--- src/sv/ps2mct_pkg.sv ---
`timescale 1ns / 1ps
// ----------------------------------------------------------------------------
// ps2mct_pkg
// shared types and constants of the ps/2 mouse cursor tracker
// ----------------------------------------------------------------------------
package ps2mct_pkg;

  localparam int unsigned COORD_BITS_DEF = 12;
  localparam int unsigned REG_BITS       = 12;
  localparam int unsigned CFG_ADDR_BITS  = 2;
  localparam int unsigned IN_TDATA_BITS  = 40;
  localparam int unsigned OUT_TDATA_BITS = 32;
  localparam int unsigned OUT_TUSER_BITS = 2;

  localparam int unsigned POS_X_RESET = 40;
  localparam int unsigned POS_Y_RESET = 12;
  localparam logic [REG_BITS-1:0] X_MIN_RESET = 12'd0;
  localparam logic [REG_BITS-1:0] X_MAX_RESET = 12'd79;
  localparam logic [REG_BITS-1:0] Y_MIN_RESET = 12'd0;
  localparam logic [REG_BITS-1:0] Y_MAX_RESET = 12'd24;

  // flags byte layout
  localparam int unsigned SYNC_BIT   = 3;
  localparam int unsigned X_SIGN_BIT = 4;
  localparam int unsigned Y_SIGN_BIT = 5;
  localparam int unsigned X_OVF_BIT  = 6;
  localparam int unsigned Y_OVF_BIT  = 7;

  typedef enum logic [CFG_ADDR_BITS-1:0] {
    REG_X_MIN = 2'd0,
    REG_X_MAX = 2'd1,
    REG_Y_MIN = 2'd2,
    REG_Y_MAX = 2'd3
  } cfg_reg_e;

  typedef enum logic [2:0] {
    PH_FLAGS = 3'b001,
    PH_DX    = 3'b010,
    PH_DY    = 3'b100
  } phase_e;

  typedef struct packed {
    logic                kind;
    logic [7:0]          data_byte;
    logic                from_aux;
    logic [REG_BITS-1:0] new_x;
    logic [REG_BITS-1:0] new_y;
  } item_t;

  typedef struct packed {
    logic [REG_BITS-1:0] x_min;
    logic [REG_BITS-1:0] x_max;
    logic [REG_BITS-1:0] y_min;
    logic [REG_BITS-1:0] y_max;
  } bounds_t;

  typedef struct packed {
    logic [REG_BITS-1:0] cursor_x;
    logic [REG_BITS-1:0] cursor_y;
    logic                left_pressed;
    logic                right_pressed;
    logic                middle_pressed;
    logic                packet_applied;
    logic                packet_dropped;
  } result_t;

endpackage

--- src/sv/ps2mct_cfg.sv ---
`timescale 1ns / 1ps
// ----------------------------------------------------------------------------
// ps2mct_cfg
// cursor bound registers, written over the configuration channel
// ----------------------------------------------------------------------------
module ps2mct_cfg (
  input  logic                                    clk_i,
  input  logic                                    rst_ni,
  input  logic                                    cfg_valid_i,
  input  logic [ps2mct_pkg::CFG_ADDR_BITS-1:0]    cfg_addr_i,
  input  logic [ps2mct_pkg::REG_BITS-1:0]         cfg_data_i,
  output ps2mct_pkg::bounds_t                     bounds_o
);

  ps2mct_pkg::bounds_t bounds_q, bounds_d;

  always_comb begin
    bounds_d = bounds_q;
    if (cfg_valid_i) begin
      case (ps2mct_pkg::cfg_reg_e'(cfg_addr_i))
        ps2mct_pkg::REG_X_MIN: bounds_d.x_min = cfg_data_i;
        ps2mct_pkg::REG_X_MAX: bounds_d.x_max = cfg_data_i;
        ps2mct_pkg::REG_Y_MIN: bounds_d.y_min = cfg_data_i;
        ps2mct_pkg::REG_Y_MAX: bounds_d.y_max = cfg_data_i;
        default: bounds_d = bounds_q;
      endcase
    end
  end

  always_ff @(posedge clk_i or negedge rst_ni) begin
    if (!rst_ni) begin
      bounds_q.x_min <= ps2mct_pkg::X_MIN_RESET;
      bounds_q.x_max <= ps2mct_pkg::X_MAX_RESET;
      bounds_q.y_min <= ps2mct_pkg::Y_MIN_RESET;
      bounds_q.y_max <= ps2mct_pkg::Y_MAX_RESET;
    end else begin
      bounds_q <= bounds_d;
    end
  end

  assign bounds_o = bounds_q;

endmodule

--- src/sv/ps2mct_in_reg.sv ---
`timescale 1ns / 1ps
// ----------------------------------------------------------------------------
// ps2mct_in_reg
// input register, holds one accepted item until the result stage takes it
// ----------------------------------------------------------------------------
module ps2mct_in_reg (
  input  logic                clk_i,
  input  logic                rst_ni,
  input  logic                in_valid_i,
  output logic                in_ready_o,
  input  ps2mct_pkg::item_t   in_item_i,
  output logic                item_valid_o,
  input  logic                item_take_i,
  output ps2mct_pkg::item_t   item_o
);

  logic              valid_q, valid_d;
  ps2mct_pkg::item_t item_q;

  assign in_ready_o = !valid_q || item_take_i;

  always_comb begin
    valid_d = valid_q;
    if (in_ready_o) begin
      valid_d = in_valid_i;
    end
  end

  always_ff @(posedge clk_i or negedge rst_ni) begin
    if (!rst_ni) begin
      valid_q <= 1'b0;
    end else begin
      valid_q <= valid_d;
    end
  end

  always_ff @(posedge clk_i) begin
    if (in_ready_o && in_valid_i) begin
      item_q <= in_item_i;
    end
  end

  assign item_valid_o = valid_q;
  assign item_o       = item_q;

endmodule

--- src/sv/ps2mct_core.sv ---
`timescale 1ns / 1ps
// ----------------------------------------------------------------------------
// ps2mct_core
// packet framing, delta accumulation and clamping for one item per cycle, when step_i is set
// ----------------------------------------------------------------------------
module ps2mct_core #(
  parameter int unsigned COORD_BITS = ps2mct_pkg::COORD_BITS_DEF
) (
  input  logic                  clk_i,
  input  logic                  rst_ni,
  input  logic                  step_i,
  input  ps2mct_pkg::item_t     item_i,
  input  ps2mct_pkg::bounds_t   bounds_i,
  output ps2mct_pkg::result_t   result_o
);

  localparam int unsigned WIDE = ps2mct_pkg::REG_BITS > COORD_BITS ?
                                 ps2mct_pkg::REG_BITS : COORD_BITS;
  localparam int unsigned SW   = WIDE + 2;

  ps2mct_pkg::phase_e    phase_q, phase_d;
  logic [7:0]            flags_q, flags_d;
  logic [7:0]            dx_q, dx_d;
  logic [COORD_BITS-1:0] pos_x_q, pos_x_d;
  logic [COORD_BITS-1:0] pos_y_q, pos_y_d;
  logic [2:0]            buttons_q, buttons_d;
  logic                  applied, dropped;

  logic signed [SW-1:0]  dx_s, dy_s, cand_x, cand_y;
  logic [COORD_BITS-1:0] clamp_x, clamp_y;

  function automatic logic [COORD_BITS-1:0] clamp_fn(
    input logic signed [SW-1:0]             v,
    input logic [ps2mct_pkg::REG_BITS-1:0]  lo,
    input logic [ps2mct_pkg::REG_BITS-1:0]  hi
  );
    logic signed [SW-1:0] lo_s;
    logic signed [SW-1:0] hi_s;
    logic signed [SW-1:0] r;
    lo_s = signed'(SW'(lo));
    hi_s = signed'(SW'(hi));
    r    = v;
    if (r < lo_s) r = lo_s;
    if (r > hi_s) r = hi_s;
    return COORD_BITS'(r);
  endfunction

  always_comb begin
    dx_s = signed'({{(SW-8){flags_q[ps2mct_pkg::X_SIGN_BIT]}}, dx_q});
    dy_s = signed'({{(SW-8){flags_q[ps2mct_pkg::Y_SIGN_BIT]}}, item_i.data_byte});
    if (item_i.kind) begin
      cand_x = signed'(SW'(item_i.new_x));
      cand_y = signed'(SW'(item_i.new_y));
    end else begin
      cand_x = signed'(SW'(pos_x_q)) + dx_s;
      cand_y = signed'(SW'(pos_y_q)) - dy_s;
    end
    clamp_x = clamp_fn(cand_x, bounds_i.x_min, bounds_i.x_max);
    clamp_y = clamp_fn(cand_y, bounds_i.y_min, bounds_i.y_max);
  end

  always_comb begin
    phase_d   = phase_q;
    flags_d   = flags_q;
    dx_d      = dx_q;
    pos_x_d   = pos_x_q;
    pos_y_d   = pos_y_q;
    buttons_d = buttons_q;
    applied   = 1'b0;
    dropped   = 1'b0;
    if (item_i.kind) begin
      pos_x_d = clamp_x;
      pos_y_d = clamp_y;
      phase_d = ps2mct_pkg::PH_FLAGS;
    end else if (item_i.from_aux) begin
      case (phase_q)
        ps2mct_pkg::PH_DX: begin
          dx_d    = item_i.data_byte;
          phase_d = ps2mct_pkg::PH_DY;
        end
        ps2mct_pkg::PH_DY: begin
          phase_d = ps2mct_pkg::PH_FLAGS;
          if (flags_q[ps2mct_pkg::X_OVF_BIT] || flags_q[ps2mct_pkg::Y_OVF_BIT]) begin
            dropped = 1'b1;
          end else begin
            buttons_d = flags_q[2:0];
            pos_x_d   = clamp_x;
            pos_y_d   = clamp_y;
            applied   = 1'b1;
          end
        end
        default: begin
          if (item_i.data_byte[ps2mct_pkg::SYNC_BIT]) begin
            flags_d = item_i.data_byte;
            phase_d = ps2mct_pkg::PH_DX;
          end else begin
            phase_d = ps2mct_pkg::PH_FLAGS;
          end
        end
      endcase
    end
  end

  always_ff @(posedge clk_i or negedge rst_ni) begin
    if (!rst_ni) begin
      phase_q   <= ps2mct_pkg::PH_FLAGS;
      flags_q   <= 8'd0;
      dx_q      <= 8'd0;
      pos_x_q   <= COORD_BITS'(ps2mct_pkg::POS_X_RESET);
      pos_y_q   <= COORD_BITS'(ps2mct_pkg::POS_Y_RESET);
      buttons_q <= 3'd0;
    end else if (step_i) begin
      phase_q   <= phase_d;
      flags_q   <= flags_d;
      dx_q      <= dx_d;
      pos_x_q   <= pos_x_d;
      pos_y_q   <= pos_y_d;
      buttons_q <= buttons_d;
    end
  end

  always_comb begin
    result_o.cursor_x       = ps2mct_pkg::REG_BITS'(pos_x_d);
    result_o.cursor_y       = ps2mct_pkg::REG_BITS'(pos_y_d);
    result_o.left_pressed   = buttons_d[0];
    result_o.right_pressed  = buttons_d[1];
    result_o.middle_pressed = buttons_d[2];
    result_o.packet_applied = applied;
    result_o.packet_dropped = dropped;
  end

endmodule

--- src/sv/ps2mct_out_reg.sv ---
`timescale 1ns / 1ps
// ----------------------------------------------------------------------------
// ps2mct_out_reg
// result register, holds one result until the downstream transfer
// ----------------------------------------------------------------------------
module ps2mct_out_reg (
  input  logic                  clk_i,
  input  logic                  rst_ni,
  input  logic                  res_valid_i,
  output logic                  res_take_o,
  input  ps2mct_pkg::result_t   res_i,
  output logic                  out_valid_o,
  input  logic                  out_ready_i,
  output ps2mct_pkg::result_t   out_o
);

  logic                valid_q, valid_d;
  ps2mct_pkg::result_t res_q;
  logic                free;

  assign free       = !valid_q || out_ready_i;
  assign res_take_o = free && res_valid_i;

  always_comb begin
    valid_d = valid_q;
    if (free) begin
      valid_d = res_valid_i;
    end
  end

  always_ff @(posedge clk_i or negedge rst_ni) begin
    if (!rst_ni) begin
      valid_q <= 1'b0;
    end else begin
      valid_q <= valid_d;
    end
  end

  always_ff @(posedge clk_i) begin
    if (res_take_o) begin
      res_q <= res_i;
    end
  end

  assign out_valid_o = valid_q;
  assign out_o       = res_q;

endmodule

--- src/sv/ps2_mouse_cursor_tracker.sv ---
`timescale 1ns / 1ps
// ----------------------------------------------------------------------------
// ps2_mouse_cursor_tracker
// frames 3-byte ps/2 mouse packets and tracks a clamped cursor
// ----------------------------------------------------------------------------
// Takes one item per clock cycle, back to back, and returns one result per
// item. There are two registers: an input register and a result register with
// the framing, add and clamp logic between them. Input stalls only when
// the result register is full and not taken. Bound registers take effect on
// the next clamp; write them only while no item is in flight.
// ----------------------------------------------------------------------------
module ps2_mouse_cursor_tracker #(
  parameter int unsigned COORD_BITS = ps2mct_pkg::COORD_BITS_DEF
) (
  input  logic                                       clk_i,
  input  logic                                       rst_ni,
  input  logic                                       s_axis_tvalid,
  output logic                                       s_axis_tready,
  // data_byte[7:0], from_aux[8], new_x[20:9], new_y[32:21], zero pad
  input  logic [ps2mct_pkg::IN_TDATA_BITS-1:0]       s_axis_tdata,
  // kind[0]
  input  logic                                       s_axis_tuser,
  output logic                                       m_axis_tvalid,
  input  logic                                       m_axis_tready,
  // cursor_x[11:0], cursor_y[23:12], left[24], right[25], middle[26], zero pad
  output logic [ps2mct_pkg::OUT_TDATA_BITS-1:0]      m_axis_tdata,
  // packet_applied[0], packet_dropped[1]
  output logic [ps2mct_pkg::OUT_TUSER_BITS-1:0]      m_axis_tuser,
  input  logic                                       cfg_valid_i,
  output logic                                       cfg_ready_o,
  input  logic [ps2mct_pkg::CFG_ADDR_BITS-1:0]       cfg_addr_i,
  input  logic [ps2mct_pkg::REG_BITS-1:0]            cfg_data_i
);

  localparam int unsigned RB = ps2mct_pkg::REG_BITS;

  ps2mct_pkg::item_t   in_item, item;
  ps2mct_pkg::bounds_t bounds;
  ps2mct_pkg::result_t result, out_res;
  logic                item_valid;
  logic                take;

  always_comb begin
    in_item.kind      = s_axis_tuser;
    in_item.data_byte = s_axis_tdata[7:0];
    in_item.from_aux  = s_axis_tdata[8];
    in_item.new_x     = s_axis_tdata[9 +: RB];
    in_item.new_y     = s_axis_tdata[9 + RB +: RB];
  end

  assign cfg_ready_o = 1'b1;

  ps2mct_cfg u_cfg (
    .clk_i       (clk_i),
    .rst_ni      (rst_ni),
    .cfg_valid_i (cfg_valid_i),
    .cfg_addr_i  (cfg_addr_i),
    .cfg_data_i  (cfg_data_i),
    .bounds_o    (bounds)
  );

  ps2mct_in_reg u_in_reg (
    .clk_i        (clk_i),
    .rst_ni       (rst_ni),
    .in_valid_i   (s_axis_tvalid),
    .in_ready_o   (s_axis_tready),
    .in_item_i    (in_item),
    .item_valid_o (item_valid),
    .item_take_i  (take),
    .item_o       (item)
  );

  ps2mct_core #(
    .COORD_BITS (COORD_BITS)
  ) u_core (
    .clk_i    (clk_i),
    .rst_ni   (rst_ni),
    .step_i   (take),
    .item_i   (item),
    .bounds_i (bounds),
    .result_o (result)
  );

  ps2mct_out_reg u_out_reg (
    .clk_i       (clk_i),
    .rst_ni      (rst_ni),
    .res_valid_i (item_valid),
    .res_take_o  (take),
    .res_i       (result),
    .out_valid_o (m_axis_tvalid),
    .out_ready_i (m_axis_tready),
    .out_o       (out_res)
  );

  always_comb begin
    m_axis_tdata = '0;
    m_axis_tdata[0 +: RB]  = out_res.cursor_x;
    m_axis_tdata[RB +: RB] = out_res.cursor_y;
    m_axis_tdata[2*RB]     = out_res.left_pressed;
    m_axis_tdata[2*RB + 1] = out_res.right_pressed;
    m_axis_tdata[2*RB + 2] = out_res.middle_pressed;
    m_axis_tuser[0]        = out_res.packet_applied;
    m_axis_tuser[1]        = out_res.packet_dropped;
  end

endmodule

--- config.mk ---
export PLATFORM = sky130hd
export DESIGN_NAME = ps2_mouse_cursor_tracker
export DESIGN_NICKNAME = d
export VERILOG_FILES = /design/src/sv/ps2mct_pkg.sv /design/src/sv/ps2mct_cfg.sv /design/src/sv/ps2mct_in_reg.sv /design/src/sv/ps2mct_core.sv /design/src/sv/ps2mct_out_reg.sv /design/src/sv/ps2_mouse_cursor_tracker.sv
export SDC_FILE = /design/constraint.sdc
export NUM_CORES = 1
export LEC_CHECK = 0
export ABC_AREA = 1
export BUFFER_PORTS_ARGS = -buffer_cell sky130_fd_sc_hd__clkbuf_2
export CAP_MARGIN = 20
export CELL_PAD_IN_SITES_DETAIL_PLACEMENT = 1
export CELL_PAD_IN_SITES_GLOBAL_PLACEMENT = 2
export CORE_ASPECT_RATIO = 0.8
export CORE_MARGIN = 2
export CORE_UTILIZATION = 39
export CTS_CLUSTER_SIZE = 14
export DETAILED_ROUTE_END_ITERATION = 6
export MAX_ROUTING_LAYER = met4
export PLACE_DENSITY_LB_ADDON = 0.08
export SLEW_MARGIN = 20
export SYNTH_ARGS = -nofsm -noshare
export SYNTH_HDL_FRONTEND = slang
export SYNTH_SLANG_ARGS = --single-unit
export TNS_END_PERCENT = 50
--- constraint.sdc ---
create_clock -name clk_i -period 8.9 [get_ports clk_i]
set_input_delay 1.78 -clock clk_i [delete_from_list [all_inputs] [get_ports clk_i]]
set_output_delay 1.78 -clock clk_i [all_outputs]
set_load 0.02 [all_outputs]
-- Yosys cells after proc, flatten, opt, wreduce, memory -nomap -nowiden
Cells that the tools add are included.
- register bits: 159
- input bits: 60
- output and inout bits: 37
- logic and storage cells: 81
- $add $sub $neg: 2
- $lt $le $gt $ge: 4
- equality and inequality tests: 5
- mux-type cells: 24
- bitwise logic cells: 4
- reductions and logical operators: 18
- operator list (cell ; number):
    $mux 12 ; 10
    $mux 14 ; 4
    $gt 14x13->1 ; 2
    $lt 14x13->1 ; 2
    $mux 3 ; 6
    $add 13x9->14 ; 1
    $sub 13x9->14 ; 1
    $reduce_and 2->1 ; 5
    $pmux 3 s2 ; 1
    $reduce_and 5->1 ; 1
    $eq 2x2->1 const B ; 2
    $not 1->1 ; 4
    $reduce_and 4->1 ; 1
    $eq 3x2->1 const B ; 1
    $eq 3x3->1 const B ; 1
    $logic_or 1x1->1 ; 3
    $reduce_or 3->1 ; 1
    $eq 2x1->1 const B ; 1
    $logic_and 1x1->1 ; 2
    $logic_not 1->1 ; 2
    $logic_not 2->1 ; 1
    $mux 1 ; 2
    $mux 2 ; 1
    $reduce_bool 2->1 ; 1
    $reduce_or 2->1 ; 1

-- Logic depth before layout (Yosys ltp)
Gate-level depths: netlist of run 1.
- depth in word-level cells: 10
- gate-level depth with buffers: 41
- depth with buffers taken out: 40

-- By module
A second synthesis of run 1 with hierarchy kept.
- cell total of the unflattened synthesis: 1299
- area, all modules: 10080.9 um2
- by module, submodules not included (module ; instances ; cells an instance ; area an instance (um2) ; seq. area each (um2)):
    ps2mct_core ; 1 ; 998 ; 5974.5 ; 1132.3
    ps2mct_cfg ; 1 ; 218 ; 2068.2 ; 1209.9
    ps2mct_in_reg ; 1 ; 40 ; 1066.0 ; 1046.0
    ps2mct_out_reg ; 1 ; 35 ; 919.6 ; 895.9
    ps2_mouse_cursor_tracker ; 1 ; 8 ; 52.6 ; 0.0

-- Least setup slack after synthesis of run 1
OpenSTA, ideal clock, no wires.
- kind: flip-flop to flip-flop
- start point: register u_core.pos_x_q[0]
- end point: register u_out_reg.res_q (netlist bit u_out_reg.out_o[26]), data pin
- setup time: 0.249 ns
- data arrival time: 4.513 ns
- data required time: 8.651 ns
- setup slack: 4.137 ns
- stages on the path, launching flop included: 39
- path buffers: 2
- period minus slack after synthesis: 4.763 ns
- cell sequence: dfrtp_1 > ha_1 > inv_1 > fa_1 > inv_1 > nand3_1 > nand2_1 > inv_1 > o21ai_1 > or2_1 > nand3_1 > and2_1 > ha_1 > a21oi_1 > nor2_1 > a211oi_1 > nand2_1 > nand3_1 > (+3 left out) > inv_1 > clkbuf_1 > o21ai_0 > ha_1 > nand2_1 > nor2_1 > o21ai_0 > nand3_1 > nand3_1 > nand3b_1 > nand2_1 > nand2_2 > nand2_4 > buf_8 > nand2_2 > nand3_2 > nand2_1 > inv_1
- RTL lines (item ; RTL line ; RTL):
    start: declaration ; ps2mct_core.sv:24 ; logic [COORD_BITS-1:0] pos_x_q, pos_x_d;
    start signal: assignment ; ps2mct_core.sv:109 ; pos_x_q <= COORD_BITS'(ps2mct_pkg::POS_X_RESET);
    start signal: assignment ; ps2mct_core.sv:116 ; pos_x_q <= pos_x_d;
    end signal: assignment ; ps2mct_out_reg.sv:41 ; res_q <= res_i;
    end: declaration ; ps2mct_out_reg.sv:18 ; ps2mct_pkg::result_t res_q;

==> impl_metrics.json, run 1 <==
{
  "start_util_pct": 39.9,
  "coreArea_um2": 24400,
  "place_congestion": 0.842,
  "synth_edf_count": 63,
  "total_power_mw": 3.96,
  "synth_area_leaders": "dfrtp_1 (21%), edfxtp_1 (19%), nand2_1 (13%)",
  "max_slew.worst_pin.slew_ns": 0.879,
  "slew_headroom_pct": 41.3,
  "cp.arrival_ns": 6.85,
  "drv_slew": 0,
  "vias": 8004,
  "critical_path_class": "reg2reg",
  "clockBufferDepth": 2,
  "htree_levels": 4,
  "dpl.cell_count": 1582,
  "yosysMostFrequentCell": "nand2_1",
  "place_hpwl_um": 21200,
  "async_flop_share_pct": 60.1,
  "row_count": 51,
  "dpl_cell_area_um2": 10400,
  "hold_end": "u_core.pos_x_q[3]",
  "insertion_delay_ns": 0.45,
  "drive_above_1_share_pct": 16.6,
  "p_per_area_nw_per_um2": 363,
  "nFillCells": 3008,
  "antenna_found_initial": 0,
  "fmax_mhz": 150,
  "finalCritPeriodShare_pct": 74.7,
  "netlist_area_um2": 9740,
  "skew_ns": 0.0101,
  "fin_cells": 1614,
  "grt_pass1_vias": 7907,
  "dieWidth_um": 181,
  "fin_crit_ns": 6.64,
  "rsz0062_at_grt": "no",
  "grt_max_degree": 61,
  "clk_pin_slew_worst_paths_ns": 0.06,
  "ctsResizeCount": 0,
  "crit_family": "simple AND/OR/NAND/NOR gates",
  "viasPerCell": 4.96,
  "cts_setup_buffers": 0,
  "outcome": "completed",
  "ant_nets": 0,
  "setup_tns_ns": 0,
  "synthFlopType": "dfrtp_1",
  "hp-class": "reg2reg",
  "die-area_um2": 26300,
  "drc": 0,
  "synth_cell_type_count": 42,
  "setup_viol": 0,
  "numCtsBuffers": 17,
  "design_area_um2": 10900,
  "leakage_nw": 5.60,
  "whs_ns": 0.477,
  "rr_worst_depth": 29,
  "hold_buffers": 0,
  "port_buffers": 83,
  "grt_pass1_wl_um": 45100,
  "r2r_setup_slack_ns": 2.26,
  "die_h_um": 145,
  "netlist_top_cells_count": "nand2_1 (340), inv_1 (189), nand3_1 (110), o21ai_0 (96), dfrtp_1 (83)",
  "clock-sinks": 158,
  "areaGrowthSynthToFinish_pct": 11.8,
  "cp_num_buf_inv": 4,
  "cp_max_fo": 41,
  "yosys.area.top_type": "dfrtp_1",
  "drt-pass1-iter-count": 4,
  "synth.ff_latch_count": 158,
  "syn_area_per_cell_um2": 8.03,
  "maxCapViolations": 0,
  "critPathMaxStageDelay_ns": 0.82,
  "cp-start-kind": "flop",
  "drt_iter0_markers": 435,
  "post_drt_wl_per_cell_um": 17.4,
  "hold_depth": 2,
  "wl_um": 28100,
  "crit-reg2reg-capture": "u_out_reg.out_o[23]",
  "ios": 97,
  "cts_tree": "yes",
  "slowest_stage": "edfxtp_1",
  "synth_top_area_share_pct": 21.3,
  "worst_path_most_repeated_cell": "nand2_1",
  "timing.rr.start": "u_in_reg.item_o[33]",
  "cts-root-buf": "clkbuf_16",
  "synth-seq-area-share_pct": 44.0,
  "worst_ep_required_time_ns": 9.10,
  "grt-ovfl-total": 0,
  "grt_use_total_pct": 23.0,
  "final_hold_viol_count": 0,
  "final_nets": 1419,
  "yosysWarningCount": 0,
  "hp-start": "u_core.pos_x_q[3]",
  "antenna_cells": 0,
  "syn-instance-count": 1213,
  "end_kind": "flop",
  "peakVddDrop_mv": 0.155
}
## worst max-delay path by stage
stage,startpoint,depth (start not counted),to
after floorplan,u_core.pos_x_q[0],38,u_out_reg.out_o[26]
after global placement,u_in_reg.item_o[33],30,u_out_reg.out_o[23]
after detailed placement,u_in_reg.item_o[33],30,u_out_reg.out_o[23]
after CTS,u_in_reg.item_o[33],30,u_out_reg.out_o[23]
after global routing,u_in_reg.item_o[33],30,u_out_reg.out_o[23]
final,u_in_reg.item_o[33],29,u_out_reg.out_o[23]
## registers in the layout, indices dropped and copies added, names as in the netlist
signal and flops:
u_cfg.bounds_o 48, u_core.flags_q 7, u_out_reg.out_valid_o 1, u_in_reg.item_o 34, u_core.pos_x_q 12, u_core.dx_q 8
u_in_reg.item_valid_o 1, u_out_reg.out_o 29, u_core.buttons_q 3, u_core.pos_y_q 12, u_core.phase_q 3
## through the flow
stage               worst slack (ns)  util [%]
floorplan                       4.14         -
global placement                2.28      42.5
detailed placement              2.28      42.5
CTS                             2.27      44.6
global route                    1.63      44.6
finish                          2.26      44.6
## tightest hold or removal path, delay by kind of cell, from the launching register on
family | cells | cell delay, ns
DFF | 1 | 0.38
and+or+nand+nor | 2 | 0.11
## where the power goes
| part | leakage (nW) | total (mW) | switching, mW | internal (mW) |
|---|---|---|---|---|
| sequential | 1.79 | 1.11 | 0.126 | 0.979 |
| clock | 0.245 | 0.656 | 0.305 | 0.351 |
| combinational | 3.57 | 2.20 | 1.48 | 0.712 |
## cell usage in the layout, fill, tap and decap left out, types with 5 or more instances in the layout
master     instances
nand3_2           22
clkbuf_2          82
dfrtp_1           83
nand2_2           26
dfstp_2           12
a21oi_1           29
or2_2             32
buf_4              6
nor3_1             5
conb_1             6
o21ai_1            9
nor2_1            39
edfxtp_1          63
nand2_1          339
ha_1              74
o21ai_0           96
clkinv_2           5
inv_1            187
nand3_1          110
clkbuf_16         17
nand4_1           13
## logic make-up after synthesis
family          Yosys count  share of synthesized area, %
compound gates          147                          7.92
xor+xnor                  4                         0.360
fa+ha+maj                76                          9.92
buf+inv                 231                          9.72
flops                   158                          44.0
other cells               2                        0.0771
simple gates            595                          28.0
## routing by layer
layer	global-route usage (%)	vias up	share of wire [%]
li1	-	4036	-
met1	35.5	3814	54
met3	3.43	17	4.0
met5	-	-	0
met4	4.84	0	0.81
met2	31.5	137	42
## area by class of cell
type                       count  area, µm²  area share, %
clock buffer                  19        433           3.98
clock inverter                13       76.3          0.701
inverter                     190        713           6.55
multi-input combinational    828       4530           41.6
sequential                   158       4280           39.3
tap                          318        398           3.65
timing repair buffer          88        455           4.18
No activity file was read; power rests on OpenSTA's default activity.
==> run 2: changes to the inputs <==
- CORE_UTILIZATION: 39 -> 36
- clock period: 8.9 -> 6.81 ns (I/O delays scaled with it)
==> run 2 against run 1 <==
Total power increased by 33%; sequential share of layout area fell by 0.55 points; clock-buffer cell count grew 1; maximum frequency grew 9.3%; worst hold slack gained 0.0040 ns; critical path depth grew 6; non-clock buffer count grew 6; combinational power up 31%; register-to-register slack lost 1.5 ns; via count shrank 0.82%; flip-flop and latch count is the same; final area grew 1.4%; highest routed layer unchanged.
==> impl_metrics.json, run 2 (synthesis results as in run 1) <==
{
  "clk_pin_slew_worst_paths_ns": 0.06,
  "switching_share_pct": 47.7,
  "cts_setup_buffers": 0,
  "p_int_mw": 2.76,
  "pwr-share-clk_pct": 18.0,
  "die_h_um": 151,
  "vias": 7938,
  "wl_met2_um": 11600,
  "final_nets": 1425,
  "ant_nets": 0,
  "grt_use_total_pct": 21.8,
  "drt_iter0_markers": 472,
  "numCtsBuffers": 17,
  "p_switching_mw": 2.52,
  "cp_max_fo": 13,
  "dieWidth_um": 188,
  "fin_ws_ns": 0.732,
  "grt_max_degree": 57,
  "place_hpwl_um": 21800,
  "drive_above_1_share_pct": 16.9,
  "grt_pass1_vias": 7754,
  "start_util_pct": 36.8,
  "p_comb_share_pct": 54.7,
  "cp.arrival_ns": 6.28,
  "fmax_mhz": 165,
  "setup_tns_ns": 0,
  "cp-start-kind": "flop",
  "wl_met1_um": 16000,
  "largest_reg_flops": 48,
  "p_per_area_nw_per_um2": 477,
  "critical_path_class": "reg2reg",
  "drt-pass1-iter-count": 4,
  "drv_slew": 0,
  "slowest_stage": "edfxtp_1",
  "peakVddDrop_mv": 0.221,
  "final_hold_viol_count": 0,
  "areaGrowthSynthToFinish_pct": 13.4,
  "critPathMaxStageDelay_ns": 0.38,
  "htree_levels": 4,
  "finalCritPeriodShare_pct": 89.3,
  "top_layer": "met4",
  "grt-ovfl-total": 0,
  "hold_buffers": 0,
  "wl_um": 28700,
  "hp-class": "reg2reg",
  "maxCapViolations": 0,
  "cp_num_buf_inv": 4,
  "fin_cells": 1659,
  "nFillCells": 3279,
  "worst_path_most_repeated_cell": "nand2_1",
  "leakage_nw": 5.65,
  "place_congestion": 0.825,
  "slew_headroom_pct": 42.6,
  "rsz0062_at_grt": "no",
  "clock-sinks": 158,
  "antenna_cells": 0,
  "viasPerCell": 4.78,
  "drc": 0,
  "total_power_mw": 5.27,
  "antenna_found_initial": 0,
  "dpl.cell_count": 1627,
  "port_buffers": 83,
  "max_slew.worst_pin.slew_ns": 0.859,
  "worst_ep_required_time_ns": 7.01,
  "grt_pass1_wl_um": 44600,
  "outcome": "completed",
  "insertion_delay_ns": 0.45,
  "mostFrequentLayoutCells": "nand2_1 (339), inv_1 (188), nand3_1 (110)",
  "post_drt_wl_per_cell_um": 17.3,
  "cts_tree": "yes",
  "crit_family": "simple AND/OR/NAND/NOR gates",
  "ios": 97,
  "wl_met3_um": 856,
  "seq_power_share_pct": 27.4,
  "ctsResizeCount": 0,
  "coreArea_um2": 26500,
  "pre_cts_slack_ns": 0.767,
  "end_kind": "flop",
  "mostFrequentLayoutCell": "nand2_1",
  "row_count": 53,
  "setup_viol": 0,
  "clockBufferDepth": 2,
  "die-area_um2": 28400,
  "skew_ns": 0.0109,
  "cts-root-buf": "clkbuf_16",
  "fin_crit_ns": 6.08
}
## run 2: changes by cell type in the layout (fill, tap and decap cells not counted), sizes merged
cell / change
buf: +6
bufinv: +2
clkbuf: +1
clkinv: -4
clkinvlp: +1
## run 2: layout make-up
cell class | count | area, µm² | share of cell area [%]
multi-input cells | 828 | 4530 | 41.0
clock inverters | 12 | 121 | 1.10
repair buffers | 94 | 513 | 4.65
inverters | 190 | 713 | 6.46
well taps | 357 | 447 | 4.04
clock buffers | 20 | 437 | 3.95
flip-flops and latches | 158 | 4280 | 38.8
## run 2: per-layer routing
metal | global-route usage (%) | up-vias
met1 | 33.2 | 3751
li1 | - | 4054
met2 | 30.1 | 113
met3 | 2.94 | 20
met4 | 5.43 | 0
met5 | - | -
## run 2: power by group through the flow
stage / Combinational [mW] / Clock (mW) / Sequential, mW
final: 2.88 / 0.948 / 1.44
after global routing: 3.30 / 1.01 / 1.47
after CTS: 2.90 / 0.974 / 1.44
after detailed placement: 2.89 / 0 / 1.46
after global placement: 2.85 / 0 / 1.45
after floorplan: 2.13 / 0 / 1.48
## run 2: worst paths after layout
path / endpoint / slack [ns] / startpoint / cells after the start
worst min register to register: u_core.pos_y_q[2] / 0.48 / u_core.pos_y_q[2] / 2
min in group asynchronous: u_core.pos_x_q[9] / 1.01 / rst_ni / 1
max in group asynchronous: u_core.pos_y_q[2] / 4.71 / rst_ni / 2
worst max register to register: u_out_reg.out_o[11] / 0.73 / u_in_reg.item_o[27] / 35
worst max-delay path: u_out_reg.out_o[11] / 0.73 / u_in_reg.item_o[27] / 35
worst min-delay path: u_core.pos_y_q[2] / 0.48 / u_core.pos_y_q[2] / 2
## run 2: metrics by stage
stage                     cell area, µm²  hold WS (ns)  utilization, %
after floorplan                     9760         0.449               -
after detailed placement           10500         0.471            39.6
after CTS                          11000         0.486            41.7
after global routing               11000         0.501            41.7
final                              11000         0.481            41.7
after global placement             10500         0.466            39.6
## run 2: worst register-to-register path, delay by kind of cell, from the launching register on
kind	cells	cell delay, ns
compound gates	5	0.93
xor+xnor	1	0.37
fa+ha+maj	4	1.15
buf+inv	4	0.59
flops	1	0.38
simple gates	21	2.40
